<file path="src/hdl/msot_pkg.sv">
// ----------------------------------------------------------------------------
// msot_pkg: shared types and constants for the one-shot timer bank
// token carried along the slot chain, result limits, seconds to ms conversion
// ----------------------------------------------------------------------------
package msot_pkg;

	localparam int unsigned MAX_RESULTS = 4;
	localparam int unsigned CNT_W       = 3;
	localparam int unsigned SLOT_W      = 2;
	localparam int unsigned TIME_W      = 32;

	localparam logic [9:0]        MS_PER_SEC  = 10'd1000;
	// largest seconds value whose millisecond count still fits in 32 bits
	localparam logic [TIME_W-1:0] MAX_SECONDS = 32'd4294967;

	localparam logic CMD_ARM  = 1'b0;
	localparam logic CMD_POLL = 1'b1;

	// poll token: walks the chain, one cell per cycle unless paused
	typedef struct packed {
		logic              valid;
		logic [TIME_W-1:0] now;
		logic [CNT_W-1:0]  cnt;
	} tok_t;

	// saturating seconds to milliseconds
	function automatic logic [TIME_W-1:0] sec_to_ms(input logic [TIME_W-1:0] secs);
		logic [TIME_W+9:0] prod;
		begin
			prod = (TIME_W+10)'(secs) * (TIME_W+10)'(MS_PER_SEC);
			if (secs > MAX_SECONDS) begin
				sec_to_ms = '1;
			end else begin
				sec_to_ms = prod[TIME_W-1:0];
			end
		end
	endfunction

endpackage

</file>
<file path="src/hdl/msot_cell.sv">
// ----------------------------------------------------------------------------
// msot_cell: one timer slot
// holds armed flag, start time and delay; checks expiry when the poll token
// sits here and hands the token on to the next cell
// ----------------------------------------------------------------------------
module msot_cell (
	input  logic                        clk,
	input  logic                        arst_n,
	input  logic                        wr_en,
	input  logic [msot_pkg::TIME_W-1:0] wr_start,
	input  logic [msot_pkg::TIME_W-1:0] wr_delay,
	input  logic                        advance,
	input  msot_pkg::tok_t              tok_in,
	output msot_pkg::tok_t              tok_out,
	output logic                        hit
);
	import msot_pkg::*;

	logic              armed_q;
	logic [TIME_W-1:0] start_q;
	logic [TIME_W-1:0] delay_q;
	tok_t              tok_q;
	logic [TIME_W-1:0] elapsed;

	// wrap-safe elapsed time
	assign elapsed = tok_q.now - start_q;
	assign hit     = tok_q.valid && armed_q && (elapsed >= delay_q)
	                 && (tok_q.cnt < CNT_W'(MAX_RESULTS));

	always_comb begin
		tok_out.valid = tok_q.valid && advance;
		tok_out.now   = tok_q.now;
		tok_out.cnt   = tok_q.cnt + CNT_W'(hit);
	end

	always_ff @(posedge clk or negedge arst_n) begin
		if (!arst_n) begin
			armed_q <= 1'b0;
			tok_q   <= '0;
		end else begin
			if (tok_in.valid) begin
				tok_q <= tok_in;
			end else if (advance) begin
				tok_q.valid <= 1'b0;
			end
			if (wr_en) begin
				armed_q <= 1'b1;
			end else if (hit && advance) begin
				armed_q <= 1'b0;
			end
		end
	end

	always_ff @(posedge clk) begin
		if (wr_en) begin
			start_q <= wr_start;
			delay_q <= wr_delay;
		end
	end

endmodule

</file>
<file path="src/hdl/multi_slot_oneshot_timer.sv">
// ----------------------------------------------------------------------------
// multi_slot_oneshot_timer: bank of one-shot timer slots
// arm beats load a slot, poll beats report every expired slot in order
// ----------------------------------------------------------------------------
// usage
//   input channel (in_valid/in_ready): command, now_ms, slot, delay_seconds
//     arm beat (command = 0): stores now_ms as start and delay_seconds * 1000
//       (saturated to 2^32-1) as delay, marks the slot armed
//     poll beat (command = 1): a token walks the row of slot cells, one cell
//       per cycle while not stalled; each armed cell whose (now_ms - start)
//       mod 2^32 reached its delay disarms and yields a result beat
//   output channel (out_valid/out_ready): fired_slot, last
//     results leave in ascending slot order, last marks the final one
//   input hold and stalls
//     a poll holds the input during the token walk and a flush step that
//     passes on the held result with last set, and longer while the output
//     is stalled; the walk pauses whenever the output register is full and
//     not taken; an arm does not hold the input
//   a result is held back one hit so that last can be set on the final one
//   reset clears all armed flags and the walk; start and delay are stored
//   only on arm
// ----------------------------------------------------------------------------
module multi_slot_oneshot_timer #(
	parameter int unsigned SLOT_COUNT = 4
) (
	input  logic                        clk,
	input  logic                        arst_n,
	input  logic                        in_valid,
	output logic                        in_ready,
	input  logic                        command,
	input  logic [msot_pkg::TIME_W-1:0] now_ms,
	input  logic [msot_pkg::SLOT_W-1:0] slot,
	input  logic [msot_pkg::TIME_W-1:0] delay_seconds,
	output logic                        out_valid,
	input  logic                        out_ready,
	output logic [msot_pkg::SLOT_W-1:0] fired_slot,
	output logic                        last
);
	import msot_pkg::*;

	localparam int unsigned SEL_W = 8;

	tok_t                  chain [SLOT_COUNT+1];
	logic [SLOT_COUNT-1:0] hit;
	logic [SLOT_COUNT-1:0] tok_busy;
	logic [SLOT_COUNT-1:0] walk_q;
	logic [SLOT_COUNT-1:0] wr_en;
	logic [TIME_W-1:0]     wr_delay;
	logic                  in_fire;
	logic                  advance;
	logic                  step_hit;
	logic [SLOT_W-1:0]     hit_code;

	logic                  flush_q;
	logic                  pend_valid_q;
	logic [SLOT_W-1:0]     pend_slot_q;
	logic                  out_valid_q;
	logic [SLOT_W-1:0]     fired_slot_q;
	logic                  last_q;

	// accept nothing new while a poll walks or flushes
	assign in_ready = !(|tok_busy) && !flush_q;
	assign in_fire  = in_valid && in_ready;
	// the walk steps only when the output register can take a beat
	assign advance  = !out_valid_q || out_ready;
	assign wr_delay = sec_to_ms(delay_seconds);

	// launch the poll token into the first cell
	assign chain[0] = {in_fire && (command == CMD_POLL), now_ms, CNT_W'(0)};

	for (genvar i = 0; i < SLOT_COUNT; i++) begin : g_cell
		assign wr_en[i] = in_fire && (command == CMD_ARM)
		                  && (SEL_W'(slot) == SEL_W'(i));

		msot_cell u_cell (
			.clk      (clk),
			.arst_n   (arst_n),
			.wr_en    (wr_en[i]),
			.wr_start (now_ms),
			.wr_delay (wr_delay),
			.advance  (advance),
			.tok_in   (chain[i]),
			.tok_out  (chain[i+1]),
			.hit      (hit[i])
		);
	end

	// only one cell holds the token, so an or of the indices encodes the hit
	always_comb begin
		hit_code = '0;
		for (int i = 0; i < SLOT_COUNT; i++) begin
			if (hit[i]) begin
				hit_code = hit_code | SLOT_W'(i);
			end
		end
	end
	assign step_hit = |hit;

	// token presence per cell
	assign tok_busy = walk_q;

	// mirror of the token position, shifted in step with the cells
	always_ff @(posedge clk or negedge arst_n) begin
		if (!arst_n) begin
			walk_q <= '0;
		end else begin
			for (int i = 0; i < SLOT_COUNT; i++) begin
				if (chain[i].valid) begin
					walk_q[i] <= 1'b1;
				end else if (advance) begin
					walk_q[i] <= 1'b0;
				end
			end
		end
	end

	// held result and output register
	always_ff @(posedge clk or negedge arst_n) begin
		if (!arst_n) begin
			flush_q      <= 1'b0;
			pend_valid_q <= 1'b0;
			out_valid_q  <= 1'b0;
		end else begin
			if (chain[SLOT_COUNT].valid) begin
				flush_q <= 1'b1;
			end else if (advance) begin
				flush_q <= 1'b0;
			end
			if (advance) begin
				out_valid_q <= 1'b0;
				if (step_hit) begin
					pend_valid_q <= 1'b1;
					out_valid_q  <= pend_valid_q;
				end else if (flush_q) begin
					pend_valid_q <= 1'b0;
					out_valid_q  <= pend_valid_q;
				end
			end
		end
	end

	always_ff @(posedge clk) begin
		if (advance) begin
			if (step_hit) begin
				pend_slot_q  <= hit_code;
				fired_slot_q <= pend_slot_q;
				last_q       <= 1'b0;
			end else if (flush_q) begin
				fired_slot_q <= pend_slot_q;
				last_q       <= 1'b1;
			end
		end
	end

	assign out_valid  = out_valid_q;
	assign fired_slot = fired_slot_q;
	assign last       = last_q;

	// checks

	// a single poll token in the row
	assert property (@(posedge clk) disable iff (!arst_n) $onehot0(walk_q))
		else $error("more than one poll token in the slot row");

	// the flush cycle never overlaps the walk
	assert property (@(posedge clk) disable iff (!arst_n) !(flush_q && (|walk_q)))
		else $error("flush while token still in the row");

	// a held result exists only inside a poll
	assert property (@(posedge clk) disable iff (!arst_n)
		pend_valid_q |-> ((|walk_q) || flush_q))
		else $error("held result outside a poll");

	// a completed flush leaves nothing held
	assert property (@(posedge clk) disable iff (!arst_n)
		(flush_q && advance) |=> !pend_valid_q)
		else $error("held result survived the flush");

endmodule
</file>
<file path="config.mk">
export PLATFORM = sky130hd
export DESIGN_NAME = multi_slot_oneshot_timer
export DESIGN_NICKNAME = d
export VERILOG_FILES = /design/src/hdl/msot_pkg.sv /design/src/hdl/msot_cell.sv /design/src/hdl/multi_slot_oneshot_timer.sv
export SDC_FILE = /design/constraint.sdc
export NUM_CORES = 1
export LEC_CHECK = 0
export ABC_CLOCK_PERIOD_IN_PS = 5150
export BUFFER_PORTS_ARGS = -buffer_cell sky130_fd_sc_hd__buf_4
export CORE_MARGIN = 4
export CORE_UTILIZATION = 34
export CTS_BUF_LIST = sky130_fd_sc_hd__clkbuf_8
export DETAILED_ROUTE_END_ITERATION = 6
export PLACE_DENSITY = 0.54
export SLEW_MARGIN = 20
export SYNTH_ARGS = -nofsm -noshare
export SYNTH_HDL_FRONTEND = slang
export SYNTH_SLANG_ARGS = --single-unit
</file>
<file path="constraint.sdc">
create_clock -name clk -period 5.15 [get_ports clk]
set_input_delay 1.03 -clock clk [delete_from_list [all_inputs] [get_ports clk]]
set_output_delay 1.03 -clock clk [all_outputs]
set_load 0.005 [all_outputs]
</file>
==> qor.csv <==
stage;metric;value;unit
place;pre-CTS WS;-0.528;ns
grt;initial antenna violation count;1;
clock_network;CTS tree;yes;
route;DRT Wirelength;72.2;mm
die;DIE AREA;82400;µm²
critical_path;required time worst endpoint;5.51;ns
sta;Worst Tran Pin Value;1.05;ns
pwr;peak supply drop;0.214;mV
critical_path;CP Max Fanout;3;
sta;Setup WS post-layout;0.153;ns
pwr;leakage power;0.0146;µW
critical_path;R2R setup slack;0.15;ns
critical_path;R2R Path End;pend_slot_q[0];
synth;syn_nets;2847;
grt;largest net degree at the start of global routing;76;
status;status;completed;
die;Die Y;287;µm
clock_network;clock root cell;clkbuf_8;
route;Post-route DRC;0;
grt;first-pass GRT wire length;113;mm
synth;Syn Inst Count;2357;
sta;# setup viols final;0;
clock_network;maximum clock path buffer count;3;
route;DR WL/cell;19.0;µm
final_layout;Area growth syn-to-layout;20.8;%
final_layout;final std cells w/o fill;3790;
run;Maximum Capacitance Violations;0;
critical_path;Arrival @ worst endpoint;5.36;ns
sta;f_max;200;MHz
place;IO Port Bufs;75;
synth;Post-Syn Area;26500;µm²
sta;RSZ-0062 raised after global routing;true;
final_layout;Reg area;11200;µm²
route;number of DRC markers in iteration 0;1158;
sta;clk_skew;0.0260;ns
pwr;PwrDens;635;nW/µm²
synth;number of flops mapped to enable cells by yosys;253;
min_path;HP Class;in2async;
synth;ys flop type;edfxtp_1;
sta;post-layout min period;5.00;ns
final_layout;most common cell after layout, fill and taps aside;inv_1;
die;Initial Utilization;34.2;%
synth;Ys Warns;0;
die;Core Rows;102;
critical_path;CP startpoint;g_cell[0].u_cell.tok_out[3];
route;vias;18900;
sta;Tcrit/Tclk final;97.0;%
place;global placement routability congestion;0.891;
critical_path;crit path kind;reg2reg;
clock_network;number of buffers created by CTS;69;
final_layout;most frequent cells in the layout;inv_1, ha_1, buf_4, edfxtp_1, dfrtp_1;
place;hpwl dp;55.2;mm
sta;final hold viol count;0;
clock_network;clock insertion delay at the later pin of the skew report;0.66;ns
grt;vias in the first global route;19700;
grt;total gr overflow;0;
synth;share of the yosys chip area belonging to registers;42.2;%
synth;asr flop ratio synth;36.1;%
final_layout;fillers;7446;
final_layout;layout net count;3183;
die;core box area;77300;µm²
route;via/cell ratio;4.99;
grt;total global-route track usage;17.6;%
final_layout;share of layout cells above drive strength 1;23.4;%
die;Die W;287;µm
clock_network;clock sink count;396;
sta;TNS Setup;0;ns
clock_network;Clock transition at path regs;0.07;ns
critical_path;crit path launch type;flop;
route;drt first pass iters;5;
critical_path;end point of the critical path;pend_slot_q[0];
clock_network;H-tree Lvls;3;
synth;Synth cell types;76;
synth;register bit total from synthesis;396;
final_layout;multi-input logic area;14600;µm²
critical_path;reg2reg start;g_cell[0].u_cell.tok_out[3];
critical_path;Crit. End Element;flop;
place;Inst Count DP;3656;
synth;Syn Area/Cell;11.2;µm²
sta;Slew Viols, Final;0;
critical_path;worst reg2reg path depth;23;
route;ANT nets after route;0;
sta;Worst slew margin;29.8;%
die;number of top-level pins;76;
==> worst max-delay path, cell delays in order (launching register included) <==
cell and delay (ns):
dfrtp_1 0.37, inv_1 0.08, ha_2 0.18, inv_1 0.05, fa_2 0.36, a211oi_2 0.30, buf_4 0.16, o211ai_1 0.17
a32o_2 0.41, buf_6 0.16, o21ai_1 0.11, nand2b_1 0.11, a211oi_2 0.24, o21bai_1 0.11, a21oi_2 0.19, xnor2_2 0.13
ha_1 0.31, nand4_1 0.12, nor2_2 0.20, nand2_1 0.09, o311a_1 0.37, and3b_2 0.25, buf_6 0.13, nor2_4 0.08
==> worst min-delay path by stage <==
stage	start	endpoint	cells after the start
after floorplan	pend_slot_q[0]	fired_slot[0]	0
after global placement	pend_slot_q[0]	fired_slot[0]	0
after detailed placement	pend_slot_q[1]	fired_slot[1]	0
after CTS	arst_n	g_cell[1].u_cell.tok_out[27]	1
after global routing	pend_slot_q[0]	fired_slot[0]	0
final	arst_n	g_cell[1].u_cell.tok_out[26]	1
==> through the flow <==
stage | utilization (%) | hold WS (ns) | area [µm²] | total power [µW]
CTS | 40.8 | 0.403 | 31600 | 20000
floorplan | - | 0.400 | 26500 | 12200
finish | 41.4 | 0.417 | 32000 | 20300
global placement | 38.7 | 0.410 | 29900 | 16400
global route | 41.4 | 0.435 | 32000 | 22000
detailed placement | 38.7 | 0.407 | 29900 | 16600
==> power by group <==
group          internal (µW)  total [µW]  switching (µW)
Sequential              4100        4590             493
Combinational           5880       12700            6780
Clock                   1670        3060            1390
==> registers in the layout, indices dropped and copies added (netlist names) <==
signal	count
g_cell.u_cell.start_q	128
g_cell.u_cell.tok_out	128
g_cell.u_cell.delay_q	120
g_cell.u_cell.tok_q	7
g_cell.u_cell.armed_q	4
fired_slot	2
pend_slot_q	2
flush_q	1
last	1
out_valid	1
pend_valid_q	1
tok_busy	1
==> repair_timing <==
action	4_1_cts	5_1_grt
setup buffers	1	8
endpoints found under the setup margin	15	17
hold buffers	0	0
cloned	0	0
resized for setup	41	86
pin swaps	21	76
==> synth_stat cells, types with 31 or more instances <==
master	instances	area, µm²
inv_1	331	1240
nand4_1	31	194
a21oi_1	150	751
xnor2_1	96	841
fa_1	95	1900
a21o_1	102	766
mux2_2	128	1440
o21ai_0	89	445
nand2_1	103	387
dfrtp_1	143	3580
nor2_1	92	345
xor2_1	39	342
edfxtp_1	253	7600
nand3_1	45	225
ha_1	324	4050
==> kinds of logic after synthesis <==
group,after synthesis,synth area share (%)
compound gates,526,13.0
xor+xnor,135,4.46
fa+ha+maj,419,22.5
buf+inv,356,5.06
flops,396,42.2
mux,128,5.44
simple gates,397,7.34
==> metal layers <==
layer | track usage, % | routed length [µm]
met1 | 24.7 | 34900
met2 | 28.6 | 33300
met4 | 4.84 | 1510
met3 | 2.15 | 2440
met5 | 0 | 0
==> layout make-up <==
class / instances / share of cell area (%)
diodes: 1 / 0.00782
well taps: 1040 / 4.07
repair buffers: 290 / 7.01
clock buffers: 75 / 3.23
flip-flops and latches: 396 / 34.9
inverters: 331 / 3.88
clock inverters: 52 / 1.29
multi-input cells: 1605 / 45.6
Power figures use the tool's default switching activity.
